File: src/design/pfl_pkg.sv
`default_nettype none

package pfl_pkg;

    localparam int MAX_PAGES  = 16;
    localparam int BLOCKS_MAX = 64;
    localparam int PAGE_W     = $clog2(MAX_PAGES);
    localparam int IDX_W      = $clog2(BLOCKS_MAX);
    localparam int LINK_W     = IDX_W + 1;
    localparam int ADDR_W     = PAGE_W + IDX_W;
    localparam int PAGES_W    = PAGE_W + 1;
    localparam int CFG_W      = 7;
    localparam int MEM_DEPTH  = MAX_PAGES * BLOCKS_MAX;

    localparam logic [LINK_W-1:0] END_MARK = LINK_W'(BLOCKS_MAX);

    localparam logic OP_ALLOC = 1'b0;
    localparam logic OP_FREE  = 1'b1;

    typedef enum logic [1:0] {
        STATUS_OK        = 2'd0,
        STATUS_NO_MEM    = 2'd1,
        STATUS_NOT_OWNED = 2'd2
    } status_t;

    typedef enum logic [2:0] {
        FS_INIT,
        FS_IDLE,
        FS_OPEN,
        FS_ISSUE,
        FS_POP
    } fsm_state_t;

    typedef enum logic [1:0] {
        CNT_HOLD,
        CNT_INC,
        CNT_DEC,
        CNT_CLR
    } cnt_cmd_t;

    typedef struct packed {
        logic [PAGE_W-1:0] page;
        logic              head_we;
        logic [LINK_W-1:0] head_val;
        cnt_cmd_t          cnt_cmd;
        logic              open_inc;
    } pt_upd_t;

    typedef struct packed {
        logic [LINK_W-1:0]  sel_head;
        logic               sel_full;
        logic               sel_open;
        logic               found;
        logic [PAGE_W-1:0]  found_page;
        logic [PAGES_W-1:0] pages_open;
    } pt_stat_t;

    typedef struct packed {
        logic              we;
        logic [ADDR_W-1:0] waddr;
        logic [LINK_W-1:0] wdata;
        logic              re;
        logic [ADDR_W-1:0] raddr;
    } ram_req_t;

    // clamp the page size register to 1 .. BLOCKS_MAX
    function automatic logic [LINK_W-1:0] eff_blocks(input logic [CFG_W-1:0] cfg);
        logic [LINK_W-1:0] n;
        if (cfg == '0) begin
            n = LINK_W'(1);
        end else if (cfg > CFG_W'(BLOCKS_MAX)) begin
            n = LINK_W'(BLOCKS_MAX);
        end else begin
            n = LINK_W'(cfg);
        end
        return n;
    endfunction

endpackage

`default_nettype wire

File: src/design/pfl_page_table.sv
`default_nettype none

module pfl_page_table
    import pfl_pkg::*;
(
    input  wire               aclk,
    input  wire               aresetn,
    input  wire  [LINK_W-1:0] eff,
    input  wire  [PAGE_W-1:0] rd_page,
    input  wire  pt_upd_t     upd,
    output pt_stat_t          stat
);

    logic [LINK_W-1:0]  head_reg  [MAX_PAGES];
    logic [LINK_W-1:0]  count_reg [MAX_PAGES];
    logic [PAGES_W-1:0] pages_open_reg;

    logic [MAX_PAGES-1:0] full;
    logic [MAX_PAGES-1:0] avail;
    logic                 found;
    logic [PAGE_W-1:0]    found_page;

    always_ff @(posedge aclk) begin
        if (!aresetn) begin
            for (int i = 0; i < MAX_PAGES; i++) begin
                head_reg[i]  <= '0;
                count_reg[i] <= '0;
            end
            pages_open_reg <= PAGES_W'(1);
        end else begin
            if (upd.head_we) begin
                head_reg[upd.page] <= upd.head_val;
            end
            case (upd.cnt_cmd)
                CNT_INC: count_reg[upd.page] <= count_reg[upd.page] + LINK_W'(1);
                CNT_DEC: begin
                    // saturate at zero
                    if (count_reg[upd.page] != '0) begin
                        count_reg[upd.page] <= count_reg[upd.page] - LINK_W'(1);
                    end
                end
                CNT_CLR: count_reg[upd.page] <= '0;
                default: ;
            endcase
            if (upd.open_inc) begin
                pages_open_reg <= pages_open_reg + PAGES_W'(1);
            end
        end
    end

    always_comb begin
        for (int i = 0; i < MAX_PAGES; i++) begin
            full[i]  = (count_reg[i] >= eff) || (head_reg[i] >= END_MARK);
            avail[i] = (PAGES_W'(i) < pages_open_reg) && !full[i];
        end
    end

    // lowest open page that still has room
    always_comb begin
        found      = 1'b0;
        found_page = '0;
        for (int i = MAX_PAGES - 1; i >= 0; i--) begin
            if (avail[i]) begin
                found      = 1'b1;
                found_page = PAGE_W'(i);
            end
        end
    end

    always_comb begin
        stat.sel_head   = head_reg[rd_page];
        stat.sel_full   = full[rd_page];
        stat.sel_open   = {1'b0, rd_page} < pages_open_reg;
        stat.found      = found;
        stat.found_page = found_page;
        stat.pages_open = pages_open_reg;
    end

endmodule

`default_nettype wire

File: config.mk
export PLATFORM = sky130hd
export DESIGN_NAME = pfl_page_table
export DESIGN_NICKNAME = d
export VERILOG_FILES = /design/src/design/pfl_pkg.sv /design/src/design/pfl_page_table.sv
export SDC_FILE = /design/constraint.sdc
export NUM_CORES = 1
export LEC_CHECK = 0
export BUFFER_PORTS_ARGS = -buffer_cell sky130_fd_sc_hd__buf_2
export CORE_MARGIN = 2
export CORE_UTILIZATION = 25
export DETAILED_ROUTE_END_ITERATION = 6
export GPL_TIMING_DRIVEN = 0
export PLACE_DENSITY_LB_ADDON = 0.08
export SYNTH_ARGS = -nofsm -noshare
export SYNTH_HDL_FRONTEND = slang
export SYNTH_SLANG_ARGS = --single-unit
File: constraint.sdc
create_clock -name aclk -period 5.3 [get_ports aclk]
set_input_delay 0.53 -clock aclk [delete_from_list [all_inputs] [get_ports aclk]]
set_output_delay 0.53 -clock aclk [all_outputs]
set_load 0.02 [all_outputs]
* After elaboration in Yosys (flattened, before gate mapping) *
Memories as Yosys holds them, arrays and structs flattened.
Index checks and enable logic that the tools add are counted.

word-level totals
  bits in registers = 5
  memory bits (writable) = 224
  output and inout port bits = 19
  input port bits = 28
  word-level logic and storage cells = 168
  memories kept = 2
  latch bits = 0
  bits in read-only memories = 0

memory list
  name       words  width  rd ports  clocked after memory_dff  write ports  line                  text
  count_reg  16     7      17        0                         16           pfl_page_table.sv:15  logic [LINK_W-1:0] count_reg [MAX_PAGES];
  head_reg   16     7      17        0                         16           pfl_page_table.sv:14  logic [LINK_W-1:0] head_reg [MAX_PAGES];

operators by class
  reductions and logical operators = 51
  bitwise operators = 2
  shift operators = 0
  $add $sub $neg = 3
  multiplexer cells = 56
  multipliers = 0
  equality and inequality tests = 3
  divide/modulo/power cells = 0
  $lt $le $gt $ge = 50

operators with widths
  kind                   number
  $ge A7 B7 Y1           16
  $ge A7 B7 Y1 const B   16
  $mux W4                18
  $lt A4 B5 Y1 const A   8
  $mux W1                33
  $mux W7                4
  $lt A3 B5 Y1 const A   4
  $logic_and A1 B1 Y1    16
  $logic_not A1 Y1       16
  $logic_or A1 B1 Y1     16
  $reduce_or A7 Y1       2
  $lt A1 B5 Y1 const A   2
  $lt A2 B5 Y1 const A   2
  $add A7 B1 Y7 const B  1
  $reduce_bool A7 Y1     1
  $sub A7 B1 Y7 const B  1
  $add A5 B1 Y5 const B  1
  $lt A4 B5 Y1           1
  $lt A4 B5 Y1 const B   1
  $bmux W1 S4            1
  $eq A2 B2 Y1 const B   2
  $eq A2 B1 Y1 const B   1
  $or A1 B1 Y1           2

* Longest topological paths before layout *
  word-level depth = 20
  gate-level depth with buffers = 18
  depth with buffers taken out = 14

* Least setup slack after synthesis *
Ideal clock, no wire load.

  path type = input to register
  start point = input port upd[12] in the netlist's numbering
  end point = memory count_reg[10][6] in the netlist's numbering (data pin)
  path buffers = 3
  data arrival time = 3.808 ns
  setup slack = 1.220 ns
  stages = 17
  library setup time = 0.272 ns
  data required time = 5.028 ns
  path through = clkbuf_1 -> buf_1 -> mux4_2 -> a22oi_1 -> nand2_1 -> nor4_4 -> a211oi_2 -> fa_1 -> a21o_1 -> a21oi_1 -> o21bai_1 -> a21oi_1 -> xor2_1 -> xnor2_1 -> nand2_2 -> buf_6 -> nor4_2

RTL lines
  item             line                  text
  start, declared  pfl_page_table.sv:10  input wire pt_upd_t upd,
  end, declared    pfl_page_table.sv:15

==> flow_summary.ini <==
[clocking]
root_buffer = clkbuf_16
cts.path.max_buffers = 3
post_cts_buffers = 0
clock_latency_ns = 0.59
cts_sinks = 229
cts_tree = yes
cts-resized-gates = 0
numCtsBuffers = 30
clk_pin_slew_ns = 0.06
htree_levels = 1
hold_buffers = 0

[global_routing]
grt_pass1_wl_um = 71000
grt_usage = 0.172
antenna_found_initial = 1
gr-total-overflow = 0
grt_pass1_vias = 9913
grt_max_degree = 17

[synthesis]
synth_compound_area_frac = 0.0791
synth_edf_count = 224
yosysWarnings = 0
yosysTopAreaCell = edfxtp_1
yosysSeqAreaShare = 0.487
synth_top_family_by_area = simple AND/OR/NAND/NOR gates
synth_common_cells = 224 x edfxtp_1, 121 x ha_1, 118 x and2_1, 70 x nor4_1, 64 x mux4_2
synth_fa_ha_area_frac = 0.110
ys.flop_type = edfxtp_1
syn_inst = 1126
synthXorXnorAreaFrac = 0.00625
synth_area_leaders = edfxtp_1 48%, ha_1 11%, mux4_2 10%
synth_cell_types = 60
post_synth.cell_area_avg_sq_um = 12.5
synth_most_common_cell = edfxtp_1
synthSimpleGateAreaFrac = 0.177
synth.area.mux_share = 0.105
ys_ff_latch = 229
synth_top_area_frac = 0.480
synth_nets = 1276
async_flop_share = 0
netlist_area_sq_um = 14000

[worst_setup_path]
slowest_delay_ns = 0.75
crit_chain = clkbuf_1 > buf_1 > mux4_2 > a22oi_1 > nand2_1 > nor4_4 > a211oi_2 > fa_1 > a21o_1 > a21oi_1 > o21bai_1 > a21oi_1 > xor2_1 > xnor2_1 > nand2_2 > buf_6 > nor4_2
slowest_stage = buf_1
cp_max_fo = 10
cpMostUsedCell = a21oi_1
worstPathArrival_ns = 5.20
setup.worst_path.end_class = flip-flop
start_kind = input pin
required_ns = 5.70
critical_path_class = in2reg

[floorplan]
io_pins = 47
dieArea_sq_um = 58000
rows = 86
die_h_um = 241
initial_core_util = 0.254
die_x_um = 241
coreArea_sq_um = 55300

[placed_design]
dpl_cell_area_sq_um = 15200
dp_hpwl_um = 38200
dp_cells = 1915
gp_congestion = 0.807
port_buffers = 40

[timing]
tightest_slew_ns = 1.24
fin_crit_sh = 0.906
max_freq_mhz = 208
final-setup-viol-count = 0
rsz0062_at_grt = no
slew_headroom = 0.168
timing.final.max_slew_violations = 0
finClkSkew_ns = 0.00945
hold_violations = 0
period_minus_slack_ns = 4.80

[pwr]
sw_frac_of_total = 0.277
p_int_w = 0.00371
finalPower_w = 0.00514
pwr-share-clk = 0.426
switching_power_w = 0.00142
seq_power_share = 0.416
power_density_nw_per_um2 = 317
p_leak_nw = 6.05
ir_drop_uv = 233
p_comb_frac = 0.158

[layout]
finalInstanceArea_sq_um = 16200
final_cells = 1974
final_core_util = 0.293
fin_nets = 1349
syn_to_final_growth_pct = 15.7
drive_gt1_frac = 0.164
fillCellCount = 5659

[detailed_routing]
drtAntennaViolNets = 0
avgRoutedWirePerCell_um = 24.8
vias = 9549
drt_iter0_drc = 650
vias_per_cell = 4.84
routed_wl_um = 49000
drc = 0
firstDrtPassIters = 5

[status]
status = complete, no violations

[job]
cap_violations = 0

[min_path]
hold_class = in2reg
==> final timing paths <==
path,slack [ns],cells past startpoint,from,endpoint
max reg2reg,1.02,15,count_reg[15][3],count_reg[13][6]
min reg2reg,0.68,3,pages_open_reg[0],pages_open_reg[1]
max,0.50,17,upd[12],count_reg[13][6]
min,0.28,3,upd[0],pages_open_reg[0]
==> layer usage <==
| metal | up-vias | wire length, um | track usage |
|---|---|---|---|
| met3 | 48 | 1690 | 0.0153 |
| met2 | 166 | 23000 | 0.281 |
| met1 | 4803 | 23400 | 0.248 |
| li1 | 4532 | - | - |
| met5 | - | 0 | 0 |
| met4 | 0 | 844 | 0.0363 |
==> kinds of logic (layout without fill, tap and decap cells) <==
family / after synthesis / in the layout
adders and majority gates: 123 / 123
xor gates and xnor gates: 10 / 10
DFF: 229 / 229
buffers and inverters: 118 / 215
other: 0 / 3
AOI/OAI and AO/OA: 164 / 164
muxes: 67 / 67
and+or+nand+nor: 415 / 415
==> cells in the final DEF, fill, tap and decap left out, types with 11 or more instances in the layout <==
| cell | n |
|---|---|
| clkbuf_1 | 68 |
| a22oi_1 | 12 |
| o21ai_0 | 34 |
| mux4_2 | 64 |
| buf_2 | 51 |
| nand2b_1 | 35 |
| and2_1 | 118 |
| clkbuf_16 | 31 |
| nor4_1 | 70 |
| edfxtp_1 | 224 |
| ha_1 | 121 |
| a21oi_1 | 28 |
| a211oi_1 | 11 |
| nor3_1 | 20 |
| a21o_1 | 19 |
| nand2_1 | 33 |
| inv_1 | 31 |
| and3_1 | 39 |
| nor2_1 | 41 |
==> critical path: cells and delay by family <==
| kind | cells | cell delay (ns) |
|---|---|---|
| AO/OA/AOI/OAI | 6 | 1.08 |
| XOR/XNOR | 2 | 0.34 |
| adder cells (fa/ha/maj) | 1 | 0.44 |
| buffers and inverters | 3 | 1.36 |
| multiplexers | 1 | 0.48 |
| AND/OR/NAND/NOR | 4 | 0.94 |
==> stage by stage <==
step	setup WS [ns]	setup TNS, ns	hold WS [ns]
after global placement	-0.484	-3.54	0.680
after floorplan	1.22	0	0.658
after detailed placement	-0.0892	-1.05	0.670
after CTS	0.500	0	0.249
final	0.500	0	0.284
after global routing	0.280	0	0.292
==> cell type report <==
type / instances / area, sq um / area share
antenna: 3 / 7.51 / 0.000463
buffer: 87 / 389 / 0.0240
clock buffer: 37 / 798 / 0.0492
clock inverter: 19 / 243 / 0.0150
inverter: 31 / 116 / 0.00717
multi-input combinational: 779 / 6700 / 0.413
sequential: 229 / 6830 / 0.421
tap: 748 / 936 / 0.0577
timing repair buffer: 41 / 210 / 0.0130
==> power by group through the flow <==
| stage | Combinational, W | Sequential (W) | Clock [W] |
|---|---|---|---|
| 6_report | 0.000814 | 0.00214 | 0.00219 |
| 5_1_grt | 0.000892 | 0.00214 | 0.00230 |
| 4_1_cts | 0.000826 | 0.00214 | 0.00224 |
| 3_5_place_dp | 0.000824 | 0.00217 | 0 |
| 3_3_place_gp | 0.000817 | 0.00217 | 0 |
| 2_1_floorplan | 0.000510 | 0.00215 | 0 |
No activity file was read; power rests on OpenSTA's default activity.
