## src/design/pfl_pkg.sv

```systemverilog
`default_nettype none

package pfl_pkg;

    localparam int MAX_PAGES  = 16;
    localparam int BLOCKS_MAX = 64;
    localparam int PAGE_W     = $clog2(MAX_PAGES);
    localparam int IDX_W      = $clog2(BLOCKS_MAX);
    localparam int LINK_W     = IDX_W + 1;
    localparam int ADDR_W     = PAGE_W + IDX_W;
    localparam int PAGES_W    = PAGE_W + 1;
    localparam int CFG_W      = 7;
    localparam int MEM_DEPTH  = MAX_PAGES * BLOCKS_MAX;

    localparam logic [LINK_W-1:0] END_MARK = LINK_W'(BLOCKS_MAX);

    localparam logic OP_ALLOC = 1'b0;
    localparam logic OP_FREE  = 1'b1;

    typedef enum logic [1:0] {
        STATUS_OK        = 2'd0,
        STATUS_NO_MEM    = 2'd1,
        STATUS_NOT_OWNED = 2'd2
    } status_t;

    typedef enum logic [2:0] {
        FS_INIT,
        FS_IDLE,
        FS_OPEN,
        FS_ISSUE,
        FS_POP
    } fsm_state_t;

    typedef enum logic [1:0] {
        CNT_HOLD,
        CNT_INC,
        CNT_DEC,
        CNT_CLR
    } cnt_cmd_t;

    typedef struct packed {
        logic [PAGE_W-1:0] page;
        logic              head_we;
        logic [LINK_W-1:0] head_val;
        cnt_cmd_t          cnt_cmd;
        logic              open_inc;
    } pt_upd_t;

    typedef struct packed {
        logic [LINK_W-1:0]  sel_head;
        logic               sel_full;
        logic               sel_open;
        logic               found;
        logic [PAGE_W-1:0]  found_page;
        logic [PAGES_W-1:0] pages_open;
    } pt_stat_t;

    typedef struct packed {
        logic              we;
        logic [ADDR_W-1:0] waddr;
        logic [LINK_W-1:0] wdata;
        logic              re;
        logic [ADDR_W-1:0] raddr;
    } ram_req_t;

    // clamp the page size register to 1 .. BLOCKS_MAX
    function automatic logic [LINK_W-1:0] eff_blocks(input logic [CFG_W-1:0] cfg);
        logic [LINK_W-1:0] n;
        if (cfg == '0) begin
            n = LINK_W'(1);
        end else if (cfg > CFG_W'(BLOCKS_MAX)) begin
            n = LINK_W'(BLOCKS_MAX);
        end else begin
            n = LINK_W'(cfg);
        end
        return n;
    endfunction

endpackage

`default_nettype wire

```

## src/design/pfl_ctrl.sv

```systemverilog
`default_nettype none

module pfl_ctrl
    import pfl_pkg::*;
(
    input  wire               aclk,
    input  wire               aresetn,
    input  wire               s_valid,
    output logic              s_ready,
    input  wire               s_operation,
    input  wire  [PAGE_W-1:0] s_block_page,
    input  wire  [IDX_W-1:0]  s_block_index,
    output logic              m_valid,
    input  wire               m_ready,
    output logic [1:0]        m_status,
    output logic [PAGE_W-1:0] m_result_page,
    output logic [IDX_W-1:0]  m_result_index,
    input  wire  [LINK_W-1:0] eff,
    input  wire  pt_stat_t    pt_stat,
    output logic [PAGE_W-1:0] pt_rd_page,
    output pt_upd_t           pt_upd,
    output ram_req_t          ram_req,
    input  wire  [LINK_W-1:0] ram_rdata
);

    fsm_state_t        state_reg, state_next;
    logic [PAGE_W-1:0] pg_reg, pg_next;
    logic [IDX_W-1:0]  head_reg, head_next;
    logic [IDX_W-1:0]  cnt_reg, cnt_next;
    logic [LINK_W-1:0] sweep_n_reg, sweep_n_next;
    logic              m_valid_reg, m_valid_next;
    status_t           m_status_reg, m_status_next;
    logic [PAGE_W-1:0] m_page_reg, m_page_next;
    logic [IDX_W-1:0]  m_index_reg, m_index_next;

    logic              out_free;
    logic              in_xfer;
    logic              is_alloc;
    logic              can_open;
    logic              free_ok;
    logic [LINK_W-1:0] cnt_p1;
    logic              sweep_last;
    logic [LINK_W-1:0] sweep_wdata;

    assign out_free    = !m_valid_reg || m_ready;
    assign s_ready     = (state_reg == FS_IDLE) && out_free;
    assign in_xfer     = s_valid && s_ready;
    assign is_alloc    = (s_operation == OP_ALLOC);
    assign can_open    = pt_stat.pages_open < PAGES_W'(MAX_PAGES);
    assign free_ok     = pt_stat.sel_open && ({1'b0, s_block_index} < eff);
    assign cnt_p1      = {1'b0, cnt_reg} + LINK_W'(1);
    assign sweep_last  = (cnt_p1 == sweep_n_reg);
    assign sweep_wdata = sweep_last ? END_MARK : cnt_p1;

    always_ff @(posedge aclk) begin
        if (!aresetn) begin
            state_reg   <= FS_INIT;
            pg_reg      <= '0;
            cnt_reg     <= '0;
            sweep_n_reg <= END_MARK;
            m_valid_reg <= 1'b0;
        end else begin
            state_reg   <= state_next;
            pg_reg      <= pg_next;
            cnt_reg     <= cnt_next;
            sweep_n_reg <= sweep_n_next;
            m_valid_reg <= m_valid_next;
        end
    end

    always_ff @(posedge aclk) begin
        head_reg     <= head_next;
        m_status_reg <= m_status_next;
        m_page_reg   <= m_page_next;
        m_index_reg  <= m_index_next;
    end

    always_comb begin
        state_next = state_reg;
        case (state_reg)
            FS_INIT: begin
                if (sweep_last) state_next = FS_IDLE;
            end
            FS_IDLE: begin
                if (in_xfer && is_alloc) begin
                    if (pt_stat.found) begin
                        state_next = FS_POP;
                    end else if (can_open) begin
                        state_next = FS_OPEN;
                    end
                end
            end
            FS_OPEN: begin
                if (sweep_last) state_next = FS_ISSUE;
            end
            FS_ISSUE: state_next = FS_POP;
            FS_POP: begin
                if (out_free) state_next = FS_IDLE;
            end
            default: state_next = FS_IDLE;
        endcase
    end

    always_comb begin
        pg_next       = pg_reg;
        head_next     = head_reg;
        cnt_next      = cnt_reg;
        sweep_n_next  = sweep_n_reg;
        m_valid_next  = m_valid_reg && !m_ready;
        m_status_next = m_status_reg;
        m_page_next   = m_page_reg;
        m_index_next  = m_index_reg;

        pt_rd_page      = pg_reg;
        pt_upd.page     = pg_reg;
        pt_upd.head_we  = 1'b0;
        pt_upd.head_val = ram_rdata;
        pt_upd.cnt_cmd  = CNT_HOLD;
        pt_upd.open_inc = 1'b0;

        ram_req.we    = 1'b0;
        ram_req.waddr = {pg_reg, cnt_reg};
        ram_req.wdata = sweep_wdata;
        ram_req.re    = 1'b0;
        ram_req.raddr = {pg_reg, pt_stat.sel_head[IDX_W-1:0]};

        case (state_reg)
            FS_INIT, FS_OPEN: begin
                // lay down the chain 0,1,2,... of a fresh page
                ram_req.we = 1'b1;
                cnt_next   = cnt_reg + IDX_W'(1);
            end
            FS_IDLE: begin
                pt_rd_page = is_alloc ? pt_stat.found_page : s_block_page;
                if (in_xfer) begin
                    if (is_alloc) begin
                        if (pt_stat.found) begin
                            pg_next       = pt_stat.found_page;
                            head_next     = pt_stat.sel_head[IDX_W-1:0];
                            ram_req.re    = 1'b1;
                            ram_req.raddr = {pt_stat.found_page, pt_stat.sel_head[IDX_W-1:0]};
                        end else if (can_open) begin
                            pg_next         = pt_stat.pages_open[PAGE_W-1:0];
                            cnt_next        = '0;
                            sweep_n_next    = eff;
                            pt_upd.page     = pt_stat.pages_open[PAGE_W-1:0];
                            pt_upd.head_we  = 1'b1;
                            pt_upd.head_val = '0;
                            pt_upd.cnt_cmd  = CNT_CLR;
                            pt_upd.open_inc = 1'b1;
                        end else begin
                            m_valid_next  = 1'b1;
                            m_status_next = STATUS_NO_MEM;
                            m_page_next   = '0;
                            m_index_next  = '0;
                        end
                    end else begin
                        m_valid_next = 1'b1;
                        m_page_next  = '0;
                        m_index_next = '0;
                        if (free_ok) begin
                            m_status_next   = STATUS_OK;
                            ram_req.we      = 1'b1;
                            ram_req.waddr   = {s_block_page, s_block_index};
                            // a full page starts a new list
                            ram_req.wdata   = pt_stat.sel_full ? END_MARK : pt_stat.sel_head;
                            pt_upd.page     = s_block_page;
                            pt_upd.head_we  = 1'b1;
                            pt_upd.head_val = {1'b0, s_block_index};
                            pt_upd.cnt_cmd  = CNT_DEC;
                        end else begin
                            m_status_next = STATUS_NOT_OWNED;
                        end
                    end
                end
            end
            FS_ISSUE: begin
                head_next  = pt_stat.sel_head[IDX_W-1:0];
                ram_req.re = 1'b1;
            end
            FS_POP: begin
                if (out_free) begin
                    pt_upd.head_we  = 1'b1;
                    pt_upd.head_val = ram_rdata;
                    pt_upd.cnt_cmd  = CNT_INC;
                    m_valid_next    = 1'b1;
                    m_status_next   = STATUS_OK;
                    m_page_next     = pg_reg;
                    m_index_next    = head_reg;
                end
            end
            default: ;
        endcase
    end

    assign m_valid        = m_valid_reg;
    assign m_status       = m_status_reg;
    assign m_result_page  = m_page_reg;
    assign m_result_index = m_index_reg;

endmodule

`default_nettype wire

```

## config.mk

```make
export PLATFORM = sky130hd
export DESIGN_NAME = pfl_ctrl
export DESIGN_NICKNAME = d
export VERILOG_FILES = /design/src/design/pfl_pkg.sv /design/src/design/pfl_ctrl.sv
export SDC_FILE = /design/constraint.sdc
export NUM_CORES = 1
export LEC_CHECK = 0
export ABC_AREA = 0
export CAP_MARGIN = 15
export CORE_AREA = 4 4 108 110
export CTS_CLUSTER_SIZE = 40
export DETAILED_ROUTE_END_ITERATION = 6
export DIE_AREA = 0 0 112 114
export DONT_BUFFER_PORTS = 1
export PLACE_DENSITY = 0.47
export RECOVER_POWER = 100
export REMOVE_ABC_BUFFERS = 1
export SLEW_MARGIN = 0
export SYNTH_ARGS = -nofsm -noshare
export SYNTH_HDL_FRONTEND = slang
export SYNTH_SLANG_ARGS = --single-unit
```

## constraint.sdc

```tcl
create_clock -name aclk -period 3.45 [get_ports aclk]
set_input_delay 0.5175 -clock aclk [delete_from_list [all_inputs] [get_ports aclk]]
set_output_delay 0.5175 -clock aclk [all_outputs]
set_load 0.01 [all_outputs]
```

; Word-level counts from Yosys, hierarchy flattened
; Cells that the tools add are included.
[totals]
word_cells = 118
latchBits = 0
memories = 0
mem_bits_rw = 0
reg_bits = 39
romBits = 0
[classes]
addsub = 2
n_div = 0
n_mul = 0
eq_ne = 17
n_lt_le_gt_ge = 2
bitwise = 2
mux = 66
reduce_logical = 20
shift = 0
[op_table]
columns = op, count
row1 = $mux W6, 12
row2 = $mux W15, 3
row3 = $mux W4, 10
row4 = $mux W18, 2
row5 = $pmux W6 S2, 3
row6 = $mux W29, 1
row7 = $mux W14, 2
row8 = $mux W11, 2
row9 = $mux W10, 2
row10 = $pmux W10 S2, 1
row11 = $reduce_and A5 Y1, 4
row12 = $mux W3, 6
row13 = $mux W17, 1
row14 = $ne A2 B2 Y1 const B, 8
row15 = $pmux W3 S5, 1
row16 = $mux W7, 2
row17 = $mux W2, 6
row18 = $ne A3 B3 Y1 const B, 3
row19 = $pmux W4 S2, 1
row20 = $reduce_and A4 Y1, 2
row21 = $reduce_bool A2 Y1, 4
row22 = $add A6 B1 Y7 const B, 1
row23 = $eq A7 B7 Y1, 1
row24 = $lt A6 B7 Y1, 1
row25 = 15 further kinds, 30

; Longest topological paths before layout
; Gate-level depths: netlist of run 1.
[logic_depth]
depth_word = 7
depth_mapped = 8
ltp_nobuf = 7

; Worst setup path before layout of run 1
; No wires, ideal clock.
[synth_timing]
path_type = input to output
start = input eff[4]
end = output pt_upd[7] (netlist bit)
arrival_time_ns = 2.162
path_buffers = 1
path_stages = 8
setup_slack_ns = 0.770
cell_sequence = inv_1 ha_1 a21oi_1 o221ai_1 a21o_1 buf_2 a21oi_1 o21ai_0
[synth_lines]
columns = item, line
row1 = from (decl), pfl_ctrl.sv:18  ; input wire [LINK_W-1:0] eff,
row2 = to (decl), pfl_ctrl.sv:21  ; output pt_upd_t pt_upd,

==> summary.md, run 1 <==
| Metric | Value |
|---|---|
| Initial core utilization | `0.244` |
| Drt total wl | `8250 µm` |
| Leakage | `between 1 and 1.5 nW` |
| Drt drc | `0` |
| Achievable frequency | `307 MHz` |
| Synthesized area per cell | `8.63 µm²` |
| Final nets | `about 350` |
| Tmin final | `3.26 ns` |
| DIE AREA | `12,800 µm²` |
| P&R area growth vs syn | `6.82%` |
| Synthesis-stage register bit count | `39` |
| CTS Root Cell | `clkbuf_8` |
| Total CTS buffers | `5` |
| Post-route design area | `between 2000 and 3000 µm²` |
| Final Cycle Share | `0.944` |
| Post-CTS setup buffers | `0` |
| Resize count post-CTS | `0` |
| Layout fillers | `1,164` |
| Hold Crit Class | `in -> reg` |
| DR vias/cell | `a little under 5` |
| Multi-input gate area | `1420 µm²` |
| Worst Slack Setup Final | `0.195 ns` |
| Seq/Total Area, Yosys | `0.369` |
| Critical Path RT | `2.93 ns` |
| First-pass GRT wire length | `around 12,000 µm` |
| Rel. slew slack | `0.288` |
| Yosys top cell area share | `0.207` |
| Pre-CTS setup slack | `between 0.2 and 0.25 ns` |
| Largest net degree at the start of global routing | `23` |
| I/O Pins | `110` |
| Routed vias | `2,092` |
| CORE AREA | `10,700 µm²` |
| CP endpoint kind | `output port` |
| H-tree depth | `2` |
| Post-DP HPWL | `6600 µm` |
| Hold-fix buffers, CTS | `0` |
| PwrDens | `345 nW/µm²` |
| Most common cell in the netlist | `nand2_1` |
| GPL Wtd Cong | `a little under 0.8` |
| Diodes inserted | `0` |
| WS Path Type | `reg -> out` |
| Status | `finished clean` |
| Clock Sink Count | `39` |
| First-pass detailed-route iteration total | `4` |
| Setup-failing EPs final | `0` |
| CP arrival | `between 2 and 3 ns` |
| Clock transition at path regs | `0.08 ns` |
| Fraction of registers with async set or reset after synthesis | `0` |
| Mapped Area | `between 2000 and 3000 µm²` |
| Final hold vios | `0` |
| Clk_lat worst skew | `slightly below 0.3 ns` |
| Post-synth top cells | `nand2_1, dfxtp_1, a21oi_1, inv_1, nor2_1` |
| Largest register FFs | `7` |
| Dpl cell area | `2720 µm²` |
| Peak supply drop | `0.000132 V` |
| TritonCTS clock tree | `built` |
| Die width | `112 µm` |
| Setup_tns | `0 ns` |
| Crit path max fanout | `22` |
| FF+latch area | `961 µm²` |
| DRT antenna net count | `0` |
| Worst Clk Skew | `between 0.005 and 0.006 ns` |
| Startpoint type of the worst setup path | `register` |
| Clk buf depth | `2` |
| Synth warn | `0` |
| Cell accounting for the most synthesized area | `edfxtp_1` |
| Vias in the first global route | `about 2,100` |
| Iteration-0 DRC Markers | `98` |
| IO buf count | `0` |
| Post-synth EDFFs | `18` |
| Cell variety after synth | `50` |
| Max cap viols | `0` |
| Synth Flop Type | `dfxtp_1` |
| Post-DR wirelength/cell | `19.0 µm` |
| RSZ-0062 raised after global routing | `false` |
| Worst-margin pin slew | `about 1.1 ns` |
| GRT Total Usage | `0.126` |
| Layout cells sized above 1 | `0.0508` |
| Post-Synthesis Cells | `302` |
| # rows | `38` |
| Slew Limit Fails | `0` |
| Initial antenna violation count | `0` |
| Area contributors post-synth | `edfxtp_1, dfxtp_1, nand2_1, mux2i_1, a21oi_1` |
| Die H | `114 µm` |
| GRT Residual Overflow | `0` |
logic make-up after synthesis:
family | Yosys count | synth area share
AOI/OAI and AO/OA | 62 | 0.157
xor gates and xnor gates | 12 | 0.0456
adders and majority gates | 6 | 0.0288
buffers and inverters | 43 | 0.0783
DFF | 39 | 0.369
muxes | 25 | 0.101
and+or+nand+nor | 115 | 0.221
worst paths after layout:
path | start | endpoint | slack, ns | cells after the start
setup / recovery | state_reg[0]$_SDFFE_PN0P_ | ram_req[20] | 0.19 | 5
hold / removal | aresetn | sweep_n_reg[6]$_SDFFE_PN1P_ | 0.30 | 1
setup reg to reg | m_valid$_SDFF_PN0_ | sweep_n_reg[2]$_SDFFE_PN0P_ | 0.96 | 7
hold reg to reg | sweep_n_reg[5]$_SDFFE_PN0P_ | sweep_n_reg[5]$_SDFFE_PN0P_ | 0.47 | 2
worst max-delay path, cell delays in order, from the launching register on:
cell and delay, ns:
dfxtp_1 0.48, nand3b_2 0.17, or3_1 0.37, a2111oi_0 0.60, buf_4 0.39, mux2_1 0.43
placed cells by master (no fill, tap or decap), drive strengths merged, types with 10 or more instances in the layout:
| cell type | n |
|---|---|
| nand2 | 45 |
| dfxtp | 21 |
| a21oi | 20 |
| nor2 | 20 |
| inv | 19 |
| edfxtp | 18 |
| mux2i | 15 |
| and2 | 15 |
| o21ai | 14 |
| clkbuf | 12 |
| mux2 | 10 |
metrics by stage:
stage | hold slack [ns] | cells | utilization | total power [mW]
floorplan | 0.437 | 278 | - | 0.562
global placement | 0.456 | 427 | 0.254 | 0.582
detailed placement | 0.454 | 427 | 0.254 | 0.583
CTS | 0.285 | 435 | 0.265 | 0.978
global route | 0.286 | 435 | 0.260 | 0.999
finish | 0.296 | 435 | 0.260 | 0.959
where the power goes:
part / switching (mW) / internal [mW]
clock network: 0.177 / 0.216
logic: 0.0460 / 0.0328
registers: 0.00526 / 0.483
total: 0.228 / 0.732
area by class of cell:
type                       instances  area share
clock buffer                       5      0.0247
clock inverter                     3      0.0157
inverter                          19      0.0256
multi-input combinational        220       0.511
sequential                        39       0.345
tap                              140      0.0629
timing repair buffer               9      0.0148
metal layers:
| layer | global-route usage | share of wire | vias up |
|---|---|---|---|
| met5 | 0 | 0 | - |
| met3 | 0.0446 | 0.098 | 6 |
| met1 | 0.169 | 0.44 | 975 |
| met4 | 0.0337 | 0.0098 | 0 |
| met2 | 0.195 | 0.45 | 79 |
| li1 | - | - | 1032 |
Note: power is estimated with default switching activity, not from simulation.
==> inputs of run 2 (changes only) <==
--- a/config.mk
+++ b/config.mk
@@ -7,12 +7,12 @@
 export LEC_CHECK = 0
 export ABC_AREA = 0
 export CAP_MARGIN = 15
-export CORE_AREA = 4 4 108 110
+export CORE_AREA = 4 4 77 79
 export CTS_CLUSTER_SIZE = 40
 export DETAILED_ROUTE_END_ITERATION = 6
-export DIE_AREA = 0 0 112 114
+export DIE_AREA = 0 0 81 83
 export DONT_BUFFER_PORTS = 1
-export PLACE_DENSITY = 0.47
+export PLACE_DENSITY = 0.74
 export RECOVER_POWER = 100
 export REMOVE_ABC_BUFFERS = 1
 export SLEW_MARGIN = 0
==> summary.md, run 2 (synthesis gave the netlist of run 1 again) <==
| Metric | Value |
|---|---|
| Startpoint type of the worst setup path | `register` |
| GRT Residual Overflow | `0 (unchanged)` |
| Post-DR wirelength/cell | `18.2 µm (-3.8%)` |
| Resize count post-CTS | `0 (unchanged)` |
| Final hold vios | `0 (unchanged)` |
| Layout cells sized above 1 | `0.0447 (-0.00617)` |
| Final nets | `344 (-1.1%)` |
| GRT Total Usage | `0.199 (+0.0727)` |
| Drt total wl | `6620 µm (-20%)` |
| Placed cells | `355 (-17%)` |
| Rel. slew slack | `-0.0537 (-0.342)` |
| H-tree depth | `2 (unchanged)` |
| DRT antenna net count | `0 (unchanged)` |
| Clock transition at path regs | `0.07 ns (about the same)` |
| Crit path max fanout | `22 (unchanged)` |
| CORE AREA | `5340 µm² (-50%)` |
| Hold-fix buffers, CTS | `0 (unchanged)` |
| Initial core utilization | `0.488 (+0.245)` |
| Post-DP HPWL | `5150 µm (-22%)` |
| Leakage | `0.999 nW (-2.3%)` |
| IO buf count | `0 (unchanged)` |
| First-pass detailed-route iteration total | `4 (unchanged)` |
| Clk buf depth | `2 (unchanged)` |
| Setup_tns | `0 ns (unchanged)` |
| Slew Limit Fails | `13 (+13)` |
| CTS Root Cell | `clkbuf_8` |
| First-pass GRT wire length | `10,600 µm (-14%)` |
| Status | `finished, violations left` |
| Critical Path RT | `2.93 ns (about the same)` |
| Sequential Power Share | `0.562 (+0.053)` |
| Final non-filler cell total | `363 (-17%)` |
| DR vias/cell | `5.79 (+20%)` |
| Layout fillers | `514 (-56%)` |
| Commonest non-fill, non-tap cell in the layout | `nand2_1` |
| Initial antenna violation count | `0 (unchanged)` |
| Iteration-0 DRC Markers | `96 (-2.0%)` |
| Switching power | `0.211 mW (-7.2%)` |
| Post-CTS setup buffers | `0 (unchanged)` |
| I/O Pins | `110 (unchanged)` |
| # rows | `27 (-29%)` |
| Die width | `81 µm (-28%)` |
| Total CTS buffers | `5 (unchanged)` |
| Drt drc | `0 (unchanged)` |
| CP arrival | `2.59 ns (-0.15 ns)` |
| Clk_lat worst skew | `0.29 ns (about the same)` |
| RSZ-0062 raised after global routing | `false` |
| Die H | `83 µm (-27%)` |
| CP endpoint kind | `output port` |
| Comb pwr share | `0.089 (+0.007)` |
| P&R area growth vs syn | `2.02%` |
| Violated checks | `max-capacitance violations, max-slew violations` |
| Worst Clk Skew | `0.00605 ns (+0.000291 ns)` |
| Hold Crit Class | `in -> reg` |
| Pint | `0.657 mW (-10%)` |
| Diodes inserted | `0 (unchanged)` |
| PwrDens | `327 nW/µm² (-5.2%)` |
| Final Cycle Share | `0.900 (-0.0439)` |
| Largest register FFs | `7 (unchanged)` |
| Peak supply drop | `0.000216 V (+64%)` |
| Worst-margin pin slew | `1.57 ns (+0.501 ns)` |
| TritonCTS clock tree | `built` |
| Multi-input gate area | `1420 µm² (+0.18%)` |
| Achievable frequency | `322 MHz (+4.9%)` |
| Routed vias | `2,102 (+0.48%)` |
| Tmin final | `3.10 ns (-0.151 ns)` |
| Clock Sink Count | `39 (unchanged)` |
| FF+latch area | `961 µm² (unchanged)` |
| Most frequent cells in the layout | `nand2_1, dfxtp_1, a21oi_1` |
| GPL Wtd Cong | `0.866 (+12%)` |
| DIE AREA | `6720 µm² (-47%)` |
| WS Path Type | `reg -> out` |
| Max cap viols | `1 (+1)` |
| Vias in the first global route | `2,035 (-1.9%)` |
| Sw Share | `0.243 (+0.00587)` |
| Setup-failing EPs final | `0 (unchanged)` |
| Largest net degree at the start of global routing | `23 (unchanged)` |
| Power share of the clock group | `0.348 (-0.061)` |
## run 2: cell count changes in the layout (fill, tap and decap cells not counted), sizes merged
cell and change:
clkbuf -3, clkinv -1, clkinvlp +1, bufinv -1
## run 2: area by class of cell
class | count | share of cell area
clock buffers | 6 | 0.0273
inverters | 19 | 0.0268
clock inverters | 2 | 0.00471
multi-input cells | 220 | 0.536
repair buffers | 5 | 0.00989
flip-flops and latches | 39 | 0.362
well taps | 72 | 0.0339
## run 2: path summary, 6_finish.rpt
| check | start | end | slack (ns) | depth (start not counted) |
|---|---|---|---|---|
| setup / recovery | state_reg[0]$_SDFFE_PN0P_ | pt_upd[12] | 0.35 | 6 |
| hold / removal | aresetn | sweep_n_reg[6]$_SDFFE_PN1P_ | 0.30 | 1 |
| setup reg to reg | state_reg[2]$_SDFFE_PN0P_ | m_status[1]$_SDFFCE_PP0P_ | 0.95 | 3 |
| hold reg to reg | sweep_n_reg[5]$_SDFFE_PN0P_ | sweep_n_reg[5]$_SDFFE_PN0P_ | 0.47 | 2 |
## run 2: worst max-delay path: stages (launching register included)
cell	delay, ns
dfxtp_1	0.48
nand3b_2	0.14
or3_1	0.41
a2111oi_4	0.64
buf_4	0.36
nand2_1	0.09
o211ai_1	0.18
## run 2: stage by stage
stage	total power, mW	setup WS [ns]	cell area [µm²]	utilization	hold WS (ns)
floorplan	0.562	0.387	2470	-	0.437
global placement	0.575	0.408	2610	0.488	0.456
detailed placement	0.577	0.357	2610	0.488	0.465
CTS	0.873	0.283	2690	0.504	0.296
global route	0.906	0.135	2660	0.498	0.285
finish	0.869	0.346	2660	0.498	0.301
## run 2: metal layers
metal  vias up  GRT usage  routed length (µm)
li1       1027          -                   -
met1       997      0.243                2720
met2        67      0.339                3360
met3        11     0.0607                 455
met4         0     0.0415                  89
met5         -          0                   0
## run 2: power groups by stage
stage / combinational (mW) / clock (mW) / sequential (mW)
floorplan: 0.0646 / 0 / 0.498
CTS: 0.0781 / 0.307 / 0.488
detailed placement: 0.0777 / 0 / 0.499
finish: 0.0777 / 0.302 / 0.489
global route: 0.0859 / 0.331 / 0.489
global placement: 0.0760 / 0 / 0.499
==> inputs of run 3 (changes only) <==
--- a/config.mk
+++ b/config.mk
@@ -12,7 +12,7 @@
 export DETAILED_ROUTE_END_ITERATION = 6
 export DIE_AREA = 0 0 81 83
 export DONT_BUFFER_PORTS = 1
-export PLACE_DENSITY = 0.74
+export HOLD_SLACK_MARGIN = 0.1
 export RECOVER_POWER = 100
 export REMOVE_ABC_BUFFERS = 1
 export SLEW_MARGIN = 0
==> summary.md, run 3 (synthesis gave the netlist of run 1 again) <==
| Metric | Value |
|---|---|
| Status | `finished, violations left` |
| Violated checks | `max-capacitance violations, max-slew violations` |
| First-pass detailed-route iteration total | `4 (unchanged)` |
| Most frequent cells in the layout | `nand2_1, dfxtp_1, inv_1, a21oi_1, nor2_1` |
| Iteration-0 DRC Markers | `104 (+8.3%)` |
| R2r setup slk | `0.88 ns (-0.07 ns)` |
| Largest net degree at the start of global routing | `28 (+22%)` |
| CP bufs+invs | `0 (-1)` |
| Sequential Power Share | `0.507 (-0.055)` |
| CP arrival | `2.53 ns (-0.06 ns)` |
| Largest register FFs | `7 (unchanged)` |
| Pint | `0.750 mW (+14%)` |
| Reg2reg end | `m_status[1]$_SDFFCE_PP0P_` |
| Post-DR wirelength/cell | `18.6 µm (+2.0%)` |
| Worst Clk Skew | `0.00381 ns (-0.00224 ns)` |
| Post-DP HPWL | `5250 µm (+1.9%)` |
| Worst-margin pin slew | `1.59 ns (+0.0185 ns)` |
| DR vias/cell | `5.72 (-1.3%)` |
| Initial core utilization | `0.488 (unchanged)` |
| First-pass GRT wire length | `10,300 µm (-3.5%)` |
| Drt total wl | `6740 µm (+1.8%)` |
| Crit path cell chain | `nand3b_2 -> nor3_4 -> o21ai_0 -> a21oi_2 -> o21ai_0` |
| Power share of the clock group | `0.412 (+0.064)` |
| # rows | `27 (unchanged)` |
| Hold depth | `1 (unchanged)` |
| Crit path max-delay family | `compound AO/OA/AOI/OAI gates` |
| Tmin final | `3.05 ns (-0.0517 ns)` |
| Slowest stage cell, crit path | `a21oi_2` |
| I/O Pins | `110 (unchanged)` |
| Setup-failing EPs final | `0 (unchanged)` |
| FF+latch area | `961 µm² (unchanged)` |
| Rel. slew slack | `-0.0661 (-0.0124)` |
| Final Cycle Share | `0.885 (-0.0150)` |
| Routed vias | `2,070 (-1.5%)` |
| Total CTS buffers | `5 (unchanged)` |
| Final hold vios | `0 (unchanged)` |
| H-tree depth | `2 (unchanged)` |
| Achievable frequency | `328 MHz (+1.7%)` |
| Total Power | `0.964 mW (+11%)` |
| Hold path start | `aresetn` |
| Crit-path most repeated cell | `o21ai_0` |
| Hold-fix buffers, CTS | `0 (unchanged)` |
| Final core utilization | `0.508 (+0.00985)` |
| Clk_lat worst skew | `0.29 ns (about the same)` |
| P&R area growth vs syn | `4.03%` |
| Critical Path RT | `2.93 ns (about the same)` |
| CORE AREA | `5340 µm² (unchanged)` |
| Drt drc | `0 (unchanged)` |
| Layout fillers | `531 (+3.3%)` |
| Clk buf depth | `2 (unchanged)` |
| Smallest hold slack | `0.296 ns (-0.00483 ns)` |
| Commonest non-fill, non-tap cell in the layout | `nand2_1` |
| Final nets | `343 (-0.29%)` |
| Max cap viols | `1 (unchanged)` |
| Multi-input gate area | `1440 µm² (+1.1%)` |
| DIE AREA | `6720 µm² (unchanged)` |
| GRT Residual Overflow | `0 (unchanged)` |
| Worst r2r src | `state_reg[2]$_SDFFE_PN0P_` |
| GPL Wtd Cong | `0.826 (-4.6%)` |
| Worst r2r path cells | `3 (unchanged)` |
| Slew Limit Fails | `13 (unchanged)` |
| Diodes inserted | `0 (unchanged)` |
| PwrDens | `356 nW/µm² (+8.8%)` |
| CP endpoint kind | `output port` |
| Die H | `83 µm (unchanged)` |
| Startpoint type of the worst setup path | `register` |
| RSZ-0062 raised after global routing | `false` |
| WS Path Type | `reg -> out` |
| Comb pwr share | `0.081 (-0.008)` |
| CTS Root Cell | `clkbuf_8` |
| TritonCTS clock tree | `built` |
| Die width | `81 µm (unchanged)` |
| IO buf count | `0 (unchanged)` |
| Clock transition at path regs | `0.08 ns (about the same)` |
| Sw Share | `0.222 (-0.0214)` |
| Layout cells sized above 1 | `0.0517 (+0.00705)` |
| DRT antenna net count | `0 (unchanged)` |
| Switching power | `0.214 mW (+1.2%)` |
| GRT Total Usage | `0.197 (-0.00173)` |
| Hold path endpoint | `sweep_n_reg[6]$_SDFFE_PN1P_` |
| Clock Sink Count | `39 (unchanged)` |
| Initial antenna violation count | `0 (unchanged)` |
| Peak supply drop | `0.000237 V (+9.4%)` |
| Leakage | `1.02 nW (+1.9%)` |
| Setup_tns | `0 ns (unchanged)` |
| Hold Crit Class | `in -> reg` |
| Crit path max fanout | `9 (-59%)` |
| Worst path max stage delay | `0.57 ns (-0.07 ns)` |
| Vias in the first global route | `1,907 (-6.3%)` |
run 3: layout make-up:
class	instances	share of cell area
inverters	19	0.0263
flip-flops and latches	39	0.355
clock buffers	6	0.0305
clock inverters	2	0.0129
repair buffers	4	0.0115
multi-input cells	220	0.531
well taps	72	0.0332
run 3: through the flow:
stage | cell area [µm²] | cells | worst slack, ns
floorplan | 2470 | 278 | 0.387
CTS | 2730 | 362 | 0.172
finish | 2710 | 362 | 0.398
global placement | 2610 | 354 | 0.329
detailed placement | 2610 | 354 | 0.284
global route | 2710 | 362 | 0.219
run 3: worst max path at each step:
stage | startpoint | end | slack, ns | cells past startpoint
4_1_cts | state_reg[0]$_SDFFE_PN0P_ | pt_upd[7] | 0.17 | 5
3_3_place_gp | eff[4] | pt_upd[7] | 0.33 | 7
3_5_place_dp | eff[4] | pt_upd[7] | 0.28 | 7
5_1_grt | state_reg[0]$_SDFFE_PN0P_ | pt_upd[7] | 0.22 | 5
6_report | state_reg[0]$_SDFFE_PN0P_ | pt_upd[7] | 0.40 | 5
2_1_floorplan | eff[4] | ram_req[18] | 0.39 | 6
run 3: repair_timing:
action	in CTS	in global routing
setup endpoints to repair	0	1
buffers inserted	0	0
resized for setup	0	1
endpoints found under the hold margin	0	0
run 3: per-layer routing:
layer	share of wire	up-vias	global-route usage
met4	0.0079	0	0.0461
li1	-	1021	-
met2	0.48	69	0.312
met1	0.44	976	0.257
met3	0.064	4	0.0662
met5	0	-	0
run 3: power by group through the flow:
stage               sequential (mW)  clock [mW]  combinational (mW)
global placement              0.499           0              0.0773
floorplan                     0.498           0              0.0646
CTS                           0.488       0.405              0.0782
detailed placement            0.499           0              0.0778
finish                        0.489       0.398              0.0778
global route                  0.489       0.425              0.0851
